`src/hw/rtl/mwmt_pkg.sv`:
```
// ----------------------------------------------------------------------------
// Maze wall map tracker package
// Grid size, field layouts, mode and slot codes, and the control and status
// bundles shared between the sequencer and the datapath.
// ----------------------------------------------------------------------------
package mwmt_pkg;

  // Grid size; both dimensions stay within 2 to 16 so a coordinate fits 4 bits.
  localparam int GRID_WIDTH  = 16;
  localparam int GRID_HEIGHT = 16;

  // Map storage: one entry per cell of the largest grid.
  localparam int CELLS  = 256;
  localparam int ADDR_W = $clog2(CELLS);

  typedef logic [ADDR_W-1:0] addr_t;

  // Grid limits at the width of the request coordinates.
  localparam logic [7:0] GRID_W_LIM = 8'(GRID_WIDTH);
  localparam logic [7:0] GRID_H_LIM = 8'(GRID_HEIGHT);

  // Item modes.
  typedef enum logic [2:0] {
    MODE_RESET_POSE = 3'd0,
    MODE_ADVANCE    = 3'd1,
    MODE_TURN       = 3'd2,
    MODE_MAP        = 3'd3,
    MODE_SPECIAL    = 3'd4,
    MODE_QUERY      = 3'd5
  } mode_e;

  // Headings, clockwise from north.
  localparam logic [1:0] DIR_NORTH = 2'd0;
  localparam logic [1:0] DIR_EAST  = 2'd1;
  localparam logic [1:0] DIR_SOUTH = 2'd2;
  localparam logic [1:0] DIR_WEST  = 2'd3;

  // Read-modify-write slots: the current cell, then the sensed neighbors.
  localparam logic [1:0] SLOT_CELL  = 2'd0;
  localparam logic [1:0] SLOT_FRONT = 2'd1;
  localparam logic [1:0] SLOT_RIGHT = 2'd2;
  localparam logic [1:0] SLOT_LEFT  = 2'd3;

  // Configuration register indexes.
  localparam int CFG_IDX_W = 2;
  localparam int CFG_DATA_W = 4;
  localparam logic [CFG_IDX_W-1:0] CFG_START_X       = 2'd0;
  localparam logic [CFG_IDX_W-1:0] CFG_START_Y       = 2'd1;
  localparam logic [CFG_IDX_W-1:0] CFG_START_HEADING = 2'd2;

  // One request item.
  typedef struct packed {
    logic [2:0] mode;
    logic [7:0] cell_x;
    logic [7:0] cell_y;
    logic [1:0] direction;
    logic [1:0] turn_quarters;
    logic       front_wall;
    logic       right_wall;
    logic       left_wall;
  } in_item_t;

  // One result item.
  typedef struct packed {
    logic       ok;
    logic [3:0] pose_x;
    logic [3:0] pose_y;
    logic [1:0] pose_heading;
    logic       is_visited;
    logic       is_special;
    logic [3:0] cell_walls;
    logic [3:0] cell_known;
    logic       edge_open;
    logic       neighbor_valid;
    logic [3:0] nbr_x;
    logic [3:0] nbr_y;
  } out_item_t;

  // One map entry; walls and known edges use bit 0 north to bit 3 west.
  typedef struct packed {
    logic [3:0] known;
    logic       special;
    logic       visited;
    logic [3:0] walls;
  } entry_t;

  localparam int ENTRY_W = $bits(entry_t);

  // Sequencer commands to the datapath.
  typedef struct packed {
    logic       latch;
    logic       exec;
    logic       rmw;
    logic       report;
    logic       load;
    logic [1:0] slot;
  } cmd_t;

  // Datapath status to the sequencer.
  typedef struct packed {
    logic [2:0] mode;
    logic       out_busy;
  } sts_t;

endpackage

```
`src/hw/rtl/mwmt_in_if.sv`:
```
// ----------------------------------------------------------------------------
// Maze wall map tracker request channel
// Valid/ready channel that carries one request item.
// ----------------------------------------------------------------------------
interface mwmt_in_if;
  logic                valid;
  logic                ready;
  mwmt_pkg::in_item_t  item;

  modport source (output valid, output item, input ready);
  modport sink (input valid, input item, output ready);
endinterface

```
`src/hw/rtl/mwmt_out_if.sv`:
```
// ----------------------------------------------------------------------------
// Maze wall map tracker result channel
// Valid/ready channel that carries one result item.
// ----------------------------------------------------------------------------
interface mwmt_out_if;
  logic                valid;
  logic                ready;
  mwmt_pkg::out_item_t item;

  modport source (output valid, output item, input ready);
  modport sink (input valid, input item, output ready);
endinterface

```
`src/hw/rtl/mwmt_ram.sv`:
```
// ----------------------------------------------------------------------------
// Generic RAM
// One write port and one read port with a registered read.
// ----------------------------------------------------------------------------
module mwmt_ram #(
  parameter int WIDTH = 8,
  parameter int DEPTH = 256
) (
  input  logic                     clk_i,
  input  logic                     we_i,
  input  logic [$clog2(DEPTH)-1:0] waddr_i,
  input  logic [WIDTH-1:0]         wdata_i,
  input  logic                     re_i,
  input  logic [$clog2(DEPTH)-1:0] raddr_i,
  output logic [WIDTH-1:0]         rdata_o
);

  logic [WIDTH-1:0] mem_q [DEPTH];
  logic [WIDTH-1:0] rdata_q;

  // Write port.
  always_ff @(posedge clk_i) begin
    if (we_i) begin
      mem_q[waddr_i] <= wdata_i;
    end
  end

  // Registered read port; the data holds until the next read.
  always_ff @(posedge clk_i) begin
    if (re_i) begin
      rdata_q <= mem_q[raddr_i];
    end
  end

  assign rdata_o = rdata_q;

endmodule

```
`src/hw/rtl/mwmt_ctrl.sv`:
```
// ----------------------------------------------------------------------------
// Maze wall map tracker sequencer
// Steps each item through execute, cell read-modify-write (map and special items
// only), report read and result load, and tells the datapath what to do in each cycle.
// ----------------------------------------------------------------------------
module mwmt_ctrl (
  input  logic           clk_i,
  input  logic           rst_ni,
  input  logic           in_valid_i,
  output logic           in_ready_o,
  input  mwmt_pkg::sts_t sts_i,
  output mwmt_pkg::cmd_t cmd_o
);

  typedef enum logic [4:0] {
    ST_IDLE    = 5'b00001,
    ST_EXEC    = 5'b00010,
    ST_RMW     = 5'b00100,
    ST_REPORT  = 5'b01000,
    ST_CAPTURE = 5'b10000
  } state_e;

  state_e     state_q, state_d;
  logic [1:0] slot_q, slot_d;
  logic [1:0] last_slot;
  logic       needs_rmw;

  // Map mode touches the cell and three neighbors; special mode only the cell.
  assign needs_rmw = (sts_i.mode == mwmt_pkg::MODE_MAP) ||
                     (sts_i.mode == mwmt_pkg::MODE_SPECIAL);
  assign last_slot = (sts_i.mode == mwmt_pkg::MODE_MAP) ? mwmt_pkg::SLOT_LEFT
                                                        : mwmt_pkg::SLOT_CELL;

  // Next state and command decode.
  always_comb begin
    state_d    = state_q;
    slot_d     = slot_q;
    cmd_o      = '0;
    cmd_o.slot = slot_q;
    in_ready_o = 1'b0;
    unique case (state_q)
      ST_IDLE: begin
        in_ready_o = 1'b1;
        if (in_valid_i) begin
          cmd_o.latch = 1'b1;
          state_d     = ST_EXEC;
        end
      end
      ST_EXEC: begin
        cmd_o.exec = 1'b1;
        slot_d     = mwmt_pkg::SLOT_CELL;
        state_d    = needs_rmw ? ST_RMW : ST_REPORT;
      end
      ST_RMW: begin
        cmd_o.rmw = 1'b1;
        if (slot_q == last_slot) begin
          slot_d  = mwmt_pkg::SLOT_CELL;
          state_d = ST_REPORT;
        end else begin
          slot_d = slot_q + 2'd1;
        end
      end
      ST_REPORT: begin
        cmd_o.report = 1'b1;
        state_d      = ST_CAPTURE;
      end
      ST_CAPTURE: begin
        // Wait here while the previous result is still in the output register.
        if (!sts_i.out_busy) begin
          cmd_o.load = 1'b1;
          state_d    = ST_IDLE;
        end
      end
      default: begin
        state_d = ST_IDLE;
      end
    endcase
  end

  // State and slot registers.
  always_ff @(posedge clk_i or negedge rst_ni) begin
    if (!rst_ni) begin
      state_q <= ST_IDLE;
      slot_q  <= mwmt_pkg::SLOT_CELL;
    end else begin
      state_q <= state_d;
      slot_q  <= slot_d;
    end
  end

  // The slot counter only moves during the read-modify-write sweep.
  assert property (@(posedge clk_i) disable iff (!rst_ni)
    (state_q != ST_RMW) |-> (slot_q == mwmt_pkg::SLOT_CELL))
    else $error("slot counter left nonzero outside the read-modify-write sweep");

  // An accepted item always goes straight to execution.
  assert property (@(posedge clk_i) disable iff (!rst_ni)
    (in_valid_i && in_ready_o) |=> (state_q == ST_EXEC))
    else $error("accepted item did not enter execution");

endmodule

```
`src/hw/rtl/mwmt_dp.sv`:
```
// ----------------------------------------------------------------------------
// Maze wall map tracker datapath
// Holds the pose, the start registers, the map RAM with per-cell valid flags,
// the cell update logic and the result register.
// ----------------------------------------------------------------------------
module mwmt_dp (
  input  logic                                clk_i,
  input  logic                                rst_ni,
  input  logic                                cfg_we_i,
  input  logic [mwmt_pkg::CFG_IDX_W-1:0]      cfg_idx_i,
  input  logic [mwmt_pkg::CFG_DATA_W-1:0]     cfg_data_i,
  input  mwmt_pkg::in_item_t                  in_item_i,
  input  mwmt_pkg::cmd_t                      cmd_i,
  output mwmt_pkg::sts_t                      sts_o,
  input  logic                                out_ready_i,
  output logic                                out_valid_o,
  output mwmt_pkg::out_item_t                 out_item_o
);

  typedef struct packed {
    logic       valid;
    logic [3:0] x;
    logic [3:0] y;
  } nbr_t;

  // True when a request coordinate lies inside the grid.
  function automatic logic in_grid(logic [7:0] x, logic [7:0] y);
    return (x < mwmt_pkg::GRID_W_LIM) && (y < mwmt_pkg::GRID_H_LIM);
  endfunction

  // Map address of an in-grid cell.
  function automatic mwmt_pkg::addr_t addr_of(logic [3:0] x, logic [3:0] y);
    return mwmt_pkg::addr_t'(int'(y) * mwmt_pkg::GRID_WIDTH + int'(x));
  endfunction

  // Neighbor of an in-grid cell; at the border it is invalid and stays put.
  function automatic nbr_t step_cell(logic [3:0] x, logic [3:0] y, logic [1:0] d);
    nbr_t r;
    r.valid = 1'b0;
    r.x     = x;
    r.y     = y;
    case (d)
      mwmt_pkg::DIR_NORTH: begin
        if ((8'(y) + 8'd1) < mwmt_pkg::GRID_H_LIM) begin
          r.valid = 1'b1;
          r.y     = y + 4'd1;
        end
      end
      mwmt_pkg::DIR_EAST: begin
        if ((8'(x) + 8'd1) < mwmt_pkg::GRID_W_LIM) begin
          r.valid = 1'b1;
          r.x     = x + 4'd1;
        end
      end
      mwmt_pkg::DIR_SOUTH: begin
        if (y != 4'd0) begin
          r.valid = 1'b1;
          r.y     = y - 4'd1;
        end
      end
      default: begin
        if (x != 4'd0) begin
          r.valid = 1'b1;
          r.x     = x - 4'd1;
        end
      end
    endcase
    return r;
  endfunction

  // Direction of the edge sensed in a given slot, relative to heading h.
  function automatic logic [1:0] slot_dir(logic [1:0] slot, logic [1:0] h);
    logic [1:0] d;
    case (slot)
      mwmt_pkg::SLOT_RIGHT: d = h + 2'd1;
      mwmt_pkg::SLOT_LEFT:  d = h + 2'd3;
      default:              d = h;
    endcase
    return d;
  endfunction

  function automatic logic [3:0] dir_mask(logic [1:0] d);
    return 4'b0001 << d;
  endfunction

  // Configuration and pose registers.
  logic [3:0] start_x_q, start_y_q;
  logic [1:0] start_h_q;
  logic [3:0] px_q, px_d, py_q, py_d;
  logic [1:0] ph_q, ph_d;

  // Item, status flag and result registers.
  mwmt_pkg::in_item_t  item_q;
  logic                ok_q, ok_d;
  mwmt_pkg::out_item_t out_q, out_d;
  logic                out_valid_q;

  // Map storage and per-cell valid flags.
  logic [mwmt_pkg::CELLS-1:0]   vld_q;
  logic                         rd_vld_q;
  logic                         ram_we, ram_re;
  mwmt_pkg::addr_t              ram_waddr, ram_raddr;
  logic [mwmt_pkg::ENTRY_W-1:0] ram_rdata;
  mwmt_pkg::entry_t             rd_entry, upd_entry;

  // Address and neighbor helpers.
  mwmt_pkg::addr_t cur_addr, rep_addr;
  nbr_t            adv_nb, wr_nb, nx_nb, q_nb;
  logic [1:0]      wr_dir, wr_opp, nx_slot;
  logic            wr_wall, q_in, is_map, is_query, nb_ok;

  assign is_map   = (item_q.mode == mwmt_pkg::MODE_MAP);
  assign is_query = (item_q.mode == mwmt_pkg::MODE_QUERY);
  assign cur_addr = addr_of(px_q, py_q);
  assign adv_nb   = step_cell(px_q, py_q, ph_q);

  assign sts_o.mode     = item_q.mode;
  assign sts_o.out_busy = out_valid_q && !out_ready_i;

  // Configuration writes.
  always_ff @(posedge clk_i or negedge rst_ni) begin
    if (!rst_ni) begin
      start_x_q <= '0;
      start_y_q <= '0;
      start_h_q <= '0;
    end else if (cfg_we_i) begin
      unique case (cfg_idx_i)
        mwmt_pkg::CFG_START_X:       start_x_q <= cfg_data_i;
        mwmt_pkg::CFG_START_Y:       start_y_q <= cfg_data_i;
        mwmt_pkg::CFG_START_HEADING: start_h_q <= cfg_data_i[1:0];
        default: ;
      endcase
    end
  end

  // Pose update in the execute cycle.
  always_comb begin
    px_d = px_q;
    py_d = py_q;
    ph_d = ph_q;
    if (cmd_i.exec) begin
      unique case (item_q.mode)
        mwmt_pkg::MODE_RESET_POSE: begin
          if (in_grid(item_q.cell_x, item_q.cell_y)) begin
            px_d = item_q.cell_x[3:0];
            py_d = item_q.cell_y[3:0];
            ph_d = item_q.direction;
          end else if (in_grid({4'b0, start_x_q}, {4'b0, start_y_q})) begin
            px_d = start_x_q;
            py_d = start_y_q;
            ph_d = start_h_q;
          end
        end
        mwmt_pkg::MODE_ADVANCE: begin
          if (adv_nb.valid) begin
            px_d = adv_nb.x;
            py_d = adv_nb.y;
          end
        end
        mwmt_pkg::MODE_TURN: begin
          ph_d = ph_q + item_q.turn_quarters;
        end
        default: ;
      endcase
    end
  end

  always_ff @(posedge clk_i or negedge rst_ni) begin
    if (!rst_ni) begin
      px_q <= '0;
      py_q <= '0;
      ph_q <= '0;
    end else begin
      px_q <= px_d;
      py_q <= py_d;
      ph_q <= ph_d;
    end
  end

  // Entry read back from the map; a cell not written since the last clear is zero.
  assign rd_entry = rd_vld_q ? mwmt_pkg::entry_t'(ram_rdata) : '0;

  // Slot being written and the slot read ahead of it.
  assign wr_dir  = slot_dir(cmd_i.slot, ph_q);
  assign wr_opp  = wr_dir + 2'd2;
  assign wr_nb   = step_cell(px_q, py_q, wr_dir);
  assign nx_slot = cmd_i.slot + 2'd1;
  assign nx_nb   = step_cell(px_q, py_q, slot_dir(nx_slot, ph_q));

  always_comb begin
    case (cmd_i.slot)
      mwmt_pkg::SLOT_FRONT: wr_wall = item_q.front_wall;
      mwmt_pkg::SLOT_RIGHT: wr_wall = item_q.right_wall;
      mwmt_pkg::SLOT_LEFT:  wr_wall = item_q.left_wall;
      default:              wr_wall = 1'b0;
    endcase
  end

  // Cell update for the current slot.
  always_comb begin
    upd_entry = rd_entry;
    ok_d      = ok_q;
    ram_we    = 1'b0;
    ram_waddr = cur_addr;
    if (cmd_i.exec) begin
      ok_d = (item_q.mode == mwmt_pkg::MODE_RESET_POSE) &&
             in_grid(item_q.cell_x, item_q.cell_y);
    end
    if (cmd_i.rmw) begin
      if (cmd_i.slot == mwmt_pkg::SLOT_CELL) begin
        if (is_map) begin
          // Front, right and left edges become known; walls as sensed.
          upd_entry.known   = rd_entry.known | dir_mask(ph_q) |
                              dir_mask(ph_q + 2'd1) | dir_mask(ph_q + 2'd3);
          upd_entry.walls   = rd_entry.walls |
                              (item_q.front_wall ? dir_mask(ph_q) : 4'b0) |
                              (item_q.right_wall ? dir_mask(ph_q + 2'd1) : 4'b0) |
                              (item_q.left_wall  ? dir_mask(ph_q + 2'd3) : 4'b0);
          upd_entry.visited = 1'b1;
          ram_we            = 1'b1;
        end else begin
          // Mark special only when the flag is not yet set.
          upd_entry.visited = 1'b1;
          upd_entry.special = 1'b1;
          ram_we            = !rd_entry.special;
          ok_d              = !rd_entry.special;
        end
      end else begin
        // Mirror the sensed edge into the neighbor, seen from its side.
        upd_entry.known = rd_entry.known | dir_mask(wr_opp);
        upd_entry.walls = rd_entry.walls | (wr_wall ? dir_mask(wr_opp) : 4'b0);
        ram_we          = wr_nb.valid;
        ram_waddr       = addr_of(wr_nb.x, wr_nb.y);
      end
    end
  end

  // Read port: current cell at execute, next neighbor during the sweep,
  // report cell at the end.
  assign rep_addr = is_query ? addr_of(item_q.cell_x[3:0], item_q.cell_y[3:0]) : cur_addr;

  always_comb begin
    ram_re    = 1'b0;
    ram_raddr = cur_addr;
    if (cmd_i.exec) begin
      ram_re = 1'b1;
    end else if (cmd_i.rmw) begin
      ram_re    = is_map && (cmd_i.slot != mwmt_pkg::SLOT_LEFT) && nx_nb.valid;
      ram_raddr = addr_of(nx_nb.x, nx_nb.y);
    end else if (cmd_i.report) begin
      ram_re    = 1'b1;
      ram_raddr = rep_addr;
    end
  end

  mwmt_ram #(
    .WIDTH (mwmt_pkg::ENTRY_W),
    .DEPTH (mwmt_pkg::CELLS)
  ) u_map_ram (
    .clk_i   (clk_i),
    .we_i    (ram_we),
    .waddr_i (ram_waddr),
    .wdata_i (upd_entry),
    .re_i    (ram_re),
    .raddr_i (ram_raddr),
    .rdata_o (ram_rdata)
  );

  // Per-cell valid flags: a pose reset clears the whole map at once.
  always_ff @(posedge clk_i or negedge rst_ni) begin
    if (!rst_ni) begin
      vld_q <= '0;
    end else if (cmd_i.exec && (item_q.mode == mwmt_pkg::MODE_RESET_POSE)) begin
      vld_q <= '0;
    end else if (ram_we) begin
      vld_q[ram_waddr] <= 1'b1;
    end
  end

  // Item, read flag and status flag registers.
  always_ff @(posedge clk_i) begin
    if (cmd_i.latch) begin
      item_q <= in_item_i;
    end
    if (ram_re) begin
      rd_vld_q <= vld_q[ram_raddr];
    end
    ok_q <= ok_d;
  end

  // Result assembly from the report read.
  assign q_in = in_grid(item_q.cell_x, item_q.cell_y);
  assign q_nb = step_cell(item_q.cell_x[3:0], item_q.cell_y[3:0], item_q.direction);
  assign nb_ok = q_in && q_nb.valid;

  always_comb begin
    out_d                = '0;
    out_d.pose_x         = px_q;
    out_d.pose_y         = py_q;
    out_d.pose_heading   = ph_q;
    if (is_query) begin
      out_d.ok = q_in;
      if (q_in) begin
        out_d.is_visited = rd_entry.visited;
        out_d.is_special = rd_entry.special;
        out_d.cell_walls = rd_entry.walls;
        out_d.cell_known = rd_entry.known;
      end
      if (nb_ok) begin
        out_d.neighbor_valid = 1'b1;
        out_d.nbr_x          = q_nb.x;
        out_d.nbr_y          = q_nb.y;
        out_d.edge_open      = rd_entry.known[item_q.direction] &&
                               !rd_entry.walls[item_q.direction];
      end
    end else begin
      out_d.ok         = ok_q;
      out_d.is_visited = rd_entry.visited;
      out_d.is_special = rd_entry.special;
      out_d.cell_walls = rd_entry.walls;
      out_d.cell_known = rd_entry.known;
    end
  end

  // Output register.
  always_ff @(posedge clk_i) begin
    if (cmd_i.load) begin
      out_q <= out_d;
    end
  end

  always_ff @(posedge clk_i or negedge rst_ni) begin
    if (!rst_ni) begin
      out_valid_q <= 1'b0;
    end else if (cmd_i.load) begin
      out_valid_q <= 1'b1;
    end else if (out_ready_i) begin
      out_valid_q <= 1'b0;
    end
  end

  assign out_valid_o = out_valid_q;
  assign out_item_o  = out_q;

  // The sweep never reads the cell it writes in the same cycle.
  assert property (@(posedge clk_i) disable iff (!rst_ni)
    (ram_we && ram_re) |-> (ram_waddr != ram_raddr))
    else $error("map RAM read and write collide on one address");

  // A result appears only when the sequencer loads one.
  assert property (@(posedge clk_i) disable iff (!rst_ni)
    $rose(out_valid_q) |-> $past(cmd_i.load))
    else $error("result valid rose without a load");

endmodule

```
`src/hw/rtl/maze_wall_map_tracker.sv`:
```
// Sequence: each accepted item is executed, then map sweeps the cell and its three
// sensed neighbors, and mark special the cell alone, through the map RAM's one write
// port; the report cell is then read and the result loaded. Throughput: one item at
// a time, the next accepted the cycle after the load; an unread result stalls the load.
// Reset: pose and start registers go to zero and per-cell flags clear the map
// at once, so no clearing pass is needed.
// ----------------------------------------------------------------------------
// Maze wall map tracker
// Grid map of maze walls, known edges and cell flags, with a robot pose.
// ----------------------------------------------------------------------------
module maze_wall_map_tracker (
  input  logic                            clk_i,
  input  logic                            rst_ni,
  input  logic                            cfg_we_i,
  input  logic [mwmt_pkg::CFG_IDX_W-1:0]  cfg_idx_i,
  input  logic [mwmt_pkg::CFG_DATA_W-1:0] cfg_data_i,
  mwmt_in_if.sink                         in_i,
  mwmt_out_if.source                      res_o
);

  mwmt_pkg::cmd_t cmd;
  mwmt_pkg::sts_t sts;

  // Sequencer.
  mwmt_ctrl u_ctrl (
    .clk_i      (clk_i),
    .rst_ni     (rst_ni),
    .in_valid_i (in_i.valid),
    .in_ready_o (in_i.ready),
    .sts_i      (sts),
    .cmd_o      (cmd)
  );

  // Datapath with the map RAM and result register.
  mwmt_dp u_dp (
    .clk_i       (clk_i),
    .rst_ni      (rst_ni),
    .cfg_we_i    (cfg_we_i),
    .cfg_idx_i   (cfg_idx_i),
    .cfg_data_i  (cfg_data_i),
    .in_item_i   (in_i.item),
    .cmd_i       (cmd),
    .sts_o       (sts),
    .out_ready_i (res_o.ready),
    .out_valid_o (res_o.valid),
    .out_item_o  (res_o.item)
  );

endmodule

```
`src/flat_wrapper.sv`:
```
// flat-port wrapper written by rule: the top's interface ports become plain ports
module maze_wall_map_tracker_flat 
  (clk_i, rst_ni, cfg_we_i, cfg_idx_i, cfg_data_i, in_i_valid, in_i_item, in_i_ready, res_o_valid, res_o_item, res_o_ready);
  mwmt_in_if in_i_i ();
  mwmt_out_if res_o_i ();
  input  logic clk_i;
  input  logic rst_ni;
  input  logic cfg_we_i;
  input  logic [mwmt_pkg::CFG_IDX_W-1:0] cfg_idx_i;
  input  logic [mwmt_pkg::CFG_DATA_W-1:0] cfg_data_i;
  input wire logic [$bits(in_i_i.valid)-1:0] in_i_valid;
  input wire logic [$bits(in_i_i.item)-1:0] in_i_item;
  output wire logic [$bits(in_i_i.ready)-1:0] in_i_ready;
  output wire logic [$bits(res_o_i.valid)-1:0] res_o_valid;
  output wire logic [$bits(res_o_i.item)-1:0] res_o_item;
  input wire logic [$bits(res_o_i.ready)-1:0] res_o_ready;
  assign in_i_i.valid = in_i_valid;
  assign in_i_i.item = in_i_item;
  assign in_i_ready = in_i_i.ready;
  assign res_o_valid = res_o_i.valid;
  assign res_o_item = res_o_i.item;
  assign res_o_i.ready = res_o_ready;
  maze_wall_map_tracker u_core (.clk_i(clk_i), .rst_ni(rst_ni), .cfg_we_i(cfg_we_i), .cfg_idx_i(cfg_idx_i), .cfg_data_i(cfg_data_i), .in_i(in_i_i), .res_o(res_o_i));
endmodule
```
`config.mk`:
```
export PLATFORM = sky130hd
export DESIGN_NAME = maze_wall_map_tracker_flat
export DESIGN_NICKNAME = d
export VERILOG_FILES = /design/src/hw/rtl/mwmt_pkg.sv /design/src/hw/rtl/mwmt_in_if.sv /design/src/hw/rtl/mwmt_out_if.sv /design/src/hw/rtl/mwmt_ram.sv /design/src/hw/rtl/mwmt_ctrl.sv /design/src/hw/rtl/mwmt_dp.sv /design/src/hw/rtl/maze_wall_map_tracker.sv /design/src/flat_wrapper.sv
export SDC_FILE = /design/constraint.sdc
export NUM_CORES = 2
export LEC_CHECK = 0
export BUFFER_PORTS_ARGS = -buffer_cell sky130_fd_sc_hd__buf_4
export CAP_MARGIN = 20
export CORE_MARGIN = 2
export CORE_UTILIZATION = 55
export DETAILED_ROUTE_END_ITERATION = 7
export PLACE_DENSITY = 0.71
export REMOVE_ABC_BUFFERS = 1
export SLEW_MARGIN = 20
export SYNTH_ARGS = -nofsm -noshare
export SYNTH_HDL_FRONTEND = slang
export SYNTH_SLANG_ARGS = --single-unit
```
`constraint.sdc`:
```
create_clock -name clk_i -period 26.3 [get_ports clk_i]
set_input_delay 7.89 -clock clk_i [delete_from_list [all_inputs] [get_ports clk_i]]
set_output_delay 7.89 -clock clk_i [all_outputs]
set_load 0.01 [all_outputs]
```
; ---- After elaboration in Yosys (flattened, before gate mapping)
; Memory sizes are Yosys's and may differ from the RTL's. A register that Yosys moved wholly into a read port is not among the register bits.
; Cells that the tools add are included.
[word_totals]
wordCells = 248
reg_bits = 343
output_inout_bits = 33
mem_bits_rw = 2560
mem_count = 1
[memory_table]
columns = name, depth, width, read_ports, rd_clocked_by_memory_dff, wr, line
row1 = u_core.u_dp.u_map_ram.mem_q, 256, 10, 1, 1, 1, mwmt_ram.sv:18  ; logic [WIDTH-1:0] mem_q [DEPTH];
[classes]
magnitude_cmp = 10
n_addsub = 21
eq_ne = 33
n_mux = 97
reduce_logical = 41
bitwise_logic = 9
shifts = 4
[ops]
columns = operator, count
row1 = 256-bit two-way mux, 2
row2 = 256-bit OR, 1
row3 = 4-bit one-hot mux with 2 select lines, 10
row4 = 4-bit two-way mux, 17
row5 = 8-bit two-way mux, 6
row6 = 10-bit two-way mux, 4
row7 = 5-bit two-way mux, 7
row8 = 8-bit by 4-bit adder with 8-bit output, 4
row9 = 1-bit two-way mux, 32
row10 = 4-bit OR, 8
row11 = 5-bit one-hot mux with 5 select lines, 1
row12 = 4-bit by 1-bit adder with 5-bit output (second input constant), 4
row13 = 5-bit < comparator (second input constant), 4
row14 = 2-bit == test (second input constant), 9
row15 = 8-bit by 9-bit < comparator with 1-bit output (second input constant), 2
row16 = 4-bit by 1-bit adder with 4-bit output (second input constant), 4
row17 = 8-bit by 5-bit < comparator with 1-bit output (second input constant), 2
row18 = 2-bit one-hot mux with 2 select lines, 4
row19 = 4-bit nonzero test, 4
row20 = 1-bit by 2-bit left shift with 4-bit output (first input constant), 4
row21 = 4-bit by 1-bit subtractor with 4-bit output (second input constant), 4
row22 = 1-bit one-hot mux with 3 select lines, 5
row23 = 2-bit by 1-bit == test with 1-bit output (second input constant), 6
row24 = 2-bit zero test, 6
row25 = 30 further kinds, 65

; ---- Logic depth before layout (Yosys ltp)
[logic_depth]
depth_word = 15
ltp_mapped = 19
mapped_depth_nobuf = 12

; ---- Cells and area by module
; From an unflattened synthesis, not the netlist that was laid out.
[unflattened]
hier_cells = 6561
hier_area_um2 = 116684.4
[by_module_without_submodules]
columns = mod, n_inst, area_each_um2, seq_area_each_um2, cells_each
row1 = mwmt_ram, 1, 99354.0, 77174.0, 4642
row2 = mwmt_dp, 1, 16866.2, 8693.3, 1874
row3 = mwmt_ctrl, 1, 464.2, 176.4, 45

; ---- Worst setup path before layout
; Ideal clock, no wire load.
[synth_timing]
kind = register to register
start = register u_core.u_dp.ph_q[0]
end = memory u_core.u_dp.u_map_ram.mem_q[0][0] (netlist name) (data pin)
setup_ns = 2.187
t_required_ns = 24.113
t_arrival_ns = 11.471
n_path_buf = 1
path_stages_with_launch = 9
path_slack_ns = 12.642
path_cell_list = dfrtp_1 > inv_1 > ha_1 > mux2i_1 > o21a_1 > clkbuf_1 > nor2_1 > o21ai_0 > o21ai_0
[synth_between]
elab_chain_len = 8
[synth_rtl]
columns = item, line
row1 = "start, declared", mwmt_dp.sv:90  ; logic [1:0] ph_q, ph_d;
row2 = "start signal, assigned", mwmt_dp.sv:176  ; ph_q <= ph_d;
row3 = "2-bit adder, or another cell as far along", "mwmt_dp.sv:76, mwmt_dp.sv:218"
row4 = "2-bit one-hot mux with 2 select lines, or another cell as far along", mwmt_dp.sv:74  ; case (slot)
row5 = "2-bit adder, or another cell as far along", mwmt_dp.sv:185  ; assign wr_opp = wr_dir + 2'd2;
row6 = 1-bit by 2-bit left shift with 4-bit output or 4-bit OR (tied branches), "mwmt_dp.sv:83, mwmt_dp.sv:216"
row7 = 4-bit two-way mux or 4-bit OR (tied branches), "mwmt_dp.sv:231, mwmt_dp.sv:217"
row8 = 4-bit OR or 4-bit two-way mux (tied branches), "mwmt_dp.sv:231, mwmt_dp.sv:211"
row9 = 4-bit two-way mux (*), mwmt_dp.sv:210  ; if (cmd_i.slot == mwmt_pkg::SLOT_CELL) begin
row10 = 10-bit two-way mux (*), mwmt_dp.sv:209  ; if (cmd_i.rmw) begin
row11 = named net u_core.u_dp.u_map_ram.wdata_i[0], mwmt_ram.sv:12  ; input logic [WIDTH-1:0] wdata_i,
row12 = "end, declared", mwmt_ram.sv:18
; The timed path passes the listed nets; every way through them passes the cells marked *.

; ---- Worst setup path after layout
[layout_timing]
start = register u_core.u_ctrl.state_q[3]
end = output port in_i_ready
[layout_between]
elab_chain_len = 2
[layout_rtl]
columns = item, line
row1 = "start, declared", mwmt_ctrl.sv:23  ; state_e state_q, state_d;
row2 = "start signal, assigned", mwmt_ctrl.sv:86  ; state_q <= state_d;
row3 = 5-bit by 1-bit == test with 1-bit output, mwmt_ctrl.sv:41  ; unique case (state_q)
row4 = 1-bit two-way mux, mwmt_ctrl.sv:41
row5 = "end, declared", flat_wrapper.sv:13  ; output wire logic [$bits(in_i_i.ready)-1:0] in_i_ready;
; Every way passes these cells.

==> flow_summary.yaml <==
run_status:
  outcome: "finished clean"
min_path:
  hold_class: "flop to flop"
  holdPathEnd: "u_core.u_dp.vld_q[129]"
  min_from: "u_core.u_dp.vld_q[129]"
  hold_path_depth: 1
cells_and_area:
  final_core_util_pct: 61.8
  fillerInstances: 14300
  syn2layout_area_growth_pct: 12.0
  final_layout_size_suffix_gt1_share_pct: 21.5
  nNetsFinal: 6547
  fin_area_um2: 129000
global_route:
  grt_overflow: 0
  grt_max_degree: 221
  antenna_found_initial: 15
  grtUsageMet3_pct: 7.50
  grt_pass1_vias: 62600
  grt_usage_pct: 29.0
  grt_busiest_layer: "met2"
  use_met1_pct: 41.0
  met2_usage_pct: 43.5
  grt_pass1_wl_mm: 444
timing:
  max_freq_mhz: 100
  period_minus_slack_ns: 9.96
  worstMarginPinSlew_ns: 1.33
  setup_viol: 0
  timing.final.ws_setup_ns: 16.34
  finalClockSkew_ns: 0.0590
  finalMaxSlewViolations: 0
  relSlewSlack_pct: 10.5
  hold_viol: 0
  rsz0062_at_grt: "false"
  fin_crit_sh_pct: 37.9
  holdWs_ns: 0.483
clock_tree:
  cts_buffer_depth: 4
  clk_latency_ns: 0.95
  clkTransAtPathRegs_ns: 0.06
  cts_tree: "done"
  cts_setup_buffers: 0
  cts_hold_repair.buffers: 0
  cts_buffers: 305
  clock-root-buffer: "clkbuf_16"
  cts_resized: 0
  clock-sinks: 2913
  cts-htree-levels: 5
detailed_routing:
  postRouteAntennaNets: 0
  wire_per_inst_um: 32.5
  drc_errors: 0
  wl_mm: 310
  post_drt_via_cell_ratio: 6.70
  vias: 63900
  drtIter0Drc: 9694
  firstDrtPassIters: 6
power:
  totalPowerFinal_w: 0.0126
  p_per_area_nw_per_um2: 97.6
  ir_drop_uv: 73.0
  p_leak_nw: 43.1
floorplan:
  die_area_um2: 214000
  core-area_um2: 209000
  start_util_pct: 55.2
  die_y_um: 462
  dieWidth_um: 462
  fp-row-count: 168
  io_pins: 70
placement:
  dp_slack_ns: 16.80
  hpwl_mm: 185
  place_area_um2: 119000
  gp_congestion: 0.924
  io_buffers: 69
synth:
  syn_inst: 6323
  synth_edf_count: 2628
  synth_cell_types: 83
  synthArstFlopShare_pct: 9.75
  syn_area_um2: 115000
  synth_ff_type: "edfxtp_1"
  synth-seq-area-share_pct: 74.6
  yosys_warnings: 0
  ys_ff_latch: 2913
  syn_avg_cell_area_um2: 18.3
worst_setup_path:
  cp_max_fo: 10
  startpoint_type: "flop"
  crit-reg2reg-capture: "u_core.u_dp.u_map_ram.rdata_o[8]"
  crit_type: "flop to primary output"
  reg2regPathDepth: 16
  rr_startpoint: "u_core.u_ctrl.slot_q[1]"
  required_ns: 18.41
  regToRegSetupSlack_ns: 17.82
  cp.arrival_ns: 2.07
  critPathCaptureType: "primary output"
flow_run:
  drv_cap: 0
## final cells by class
type                       instances  area (µm²)  share of cell area, %
antenna                            8        20.0                 0.0155
clock buffer                     433        8630                   6.67
clock inverter                   103         912                  0.705
inverter                          25        93.8                 0.0726
multi-input combinational       3000       28000                   21.7
sequential                      2913       86000                   66.5
tap                             2805        3510                   2.71
timing repair buffer             246        2060                   1.59
## routing by layer
| layer | vias to the layer above | share of wire [%] | wire length [µm] |
|---|---|---|---|
| met5 | - | 0.043 | 133 |
| met4 | 18 | 4.1 | 12600 |
| met3 | 651 | 12 | 36200 |
| met2 | 4002 | 46 | 143000 |
| met1 | 33400 | 38 | 118000 |
| li1 | 25900 | - | - |
## state kept, by name (all words and copies together) (netlist names), 3 cells and up
name	flops
u_core.u_dp.u_map_ram.mem_q	2560
u_core.u_dp.vld_q	256
u_core.u_dp.out_item_o	31
u_core.u_dp.item_q	23
u_core.u_dp.u_map_ram.rdata_o	10
u_core.u_ctrl.state_q	5
u_core.u_dp.px_q	4
u_core.u_dp.py_q	4
u_core.u_dp.start_x_q	4
u_core.u_dp.start_y_q	4
u_core.u_dp.sts_o	3
## per-stage QoR
stage | TNS, ns | instances
floorplan | -433.66 | 5938
global placement | 0 | 8966
detailed placement | 0 | 8971
CTS | 0 | 9507
global route | 0 | 9526
finish | 0 | 9533
## layout by cell type (no fill, tap or decap), types with 11 or more instances in the layout
cell	n
mux2i_1	169
a22oi_1	146
nor3_2	12
clkbuf_16	315
bufinv_16	16
or3_1	11
a32oi_1	46
a31oi_1	39
nor2_2	96
clkinv_2	40
nand3_1	177
nor2_1	313
nand4_1	75
nor3_1	20
clkbuf_8	30
edfxtp_1	2628
mux2_2	61
o211ai_1	20
a32o_1	16
a211oi_1	11
dfrtp_1	283
clkbuf_1	88
and4_1	15
buf_12	11
o21a_1	258
a21oi_1	89
buf_4	228
nor4_1	14
mux4_2	551
and2_1	32
o21ai_0	45
o22ai_1	51
o2111ai_1	18
ha_1	19
nand2_1	442
inv_1	25
o31ai_1	24
clkinv_1	34
and3_1	29
## where the power goes
| part | leakage (nW) | total (W) | switching (W) | internal, W |
|---|---|---|---|---|
| clock | 4.67 | 0.00416 | 0.00173 | 0.00243 |
| combinational | 10.5 | 0.00306 | 0.00207 | 0.000990 |
| sequential | 27.9 | 0.00540 | 0.0000781 | 0.00532 |
| total | 43.1 | 0.0126 | 0.00388 | 0.00874 |
## logic make-up after synthesis
family / Yosys count / share of synthesized area, %
AOI/OAI and AO/OA: 879 / 5.60
xor gates and xnor gates: 9 / 0.0683
adders and majority gates: 19 / 0.206
buffers and inverters: 410 / 1.63
DFF: 2913 / 74.6
muxes: 781 / 12.8
and+or+nand+nor: 1312 / 5.13
## synth_stat cells, types with 15 or more instances
| cell type | count | area, µm² |
|---|---|---|
| o211ai_1 | 20 | 150 |
| o22ai_1 | 51 | 319 |
| nor2_1 | 413 | 1550 |
| nor4_1 | 16 | 100 |
| nor3_1 | 32 | 160 |
| a22oi_1 | 146 | 1100 |
| nand2_1 | 448 | 1680 |
| and4_1 | 15 | 131 |
| nand4_1 | 75 | 469 |
| o2111ai_1 | 18 | 158 |
| buf_4 | 36 | 270 |
| buf_2 | 109 | 546 |
| mux2_2 | 61 | 687 |
| ha_1 | 19 | 238 |
| o21ai_0 | 50 | 250 |
| a32oi_1 | 46 | 403 |
| o31ai_1 | 24 | 180 |
| o21a_1 | 258 | 1940 |
| and3_1 | 29 | 181 |
| a21oi_1 | 91 | 455 |
| dfrtp_1 | 283 | 7080 |
| clkbuf_1 | 184 | 691 |
| inv_1 | 25 | 93.8 |
| a32o_1 | 20 | 200 |
| edfxtp_1 | 2628 | 78900 |
| and2_1 | 33 | 206 |
| nand3_1 | 177 | 886 |
| mux4_2 | 551 | 12400 |
| a31oi_1 | 39 | 244 |
| mux2i_1 | 169 | 1690 |
| buf_1 | 46 | 173 |
## worst max-delay path by stage
stage	from	endpoint	slack (ns)	depth (start not counted)
floorplan	u_core.u_ctrl.slot_q[1]	u_core.u_dp.u_map_ram.rdata_o[0]	-39.69	12
global placement	rst_ni	u_core.u_ctrl.slot_q[0]	16.87	2
detailed placement	rst_ni	u_core.u_ctrl.slot_q[1]	16.80	2
CTS	u_core.u_ctrl.state_q[3]	in_i_ready	16.30	3
global route	u_core.u_ctrl.state_q[3]	in_i_ready	16.24	3
finish	u_core.u_ctrl.state_q[3]	in_i_ready	16.34	3
## critical path, cell delays in order, from the launching register on
cell and delay, ns:
dfrtp_1 0.48, nor2_1 0.25, and3_1 0.27, buf_4 0.15
(Power assumes the default switching activity.)
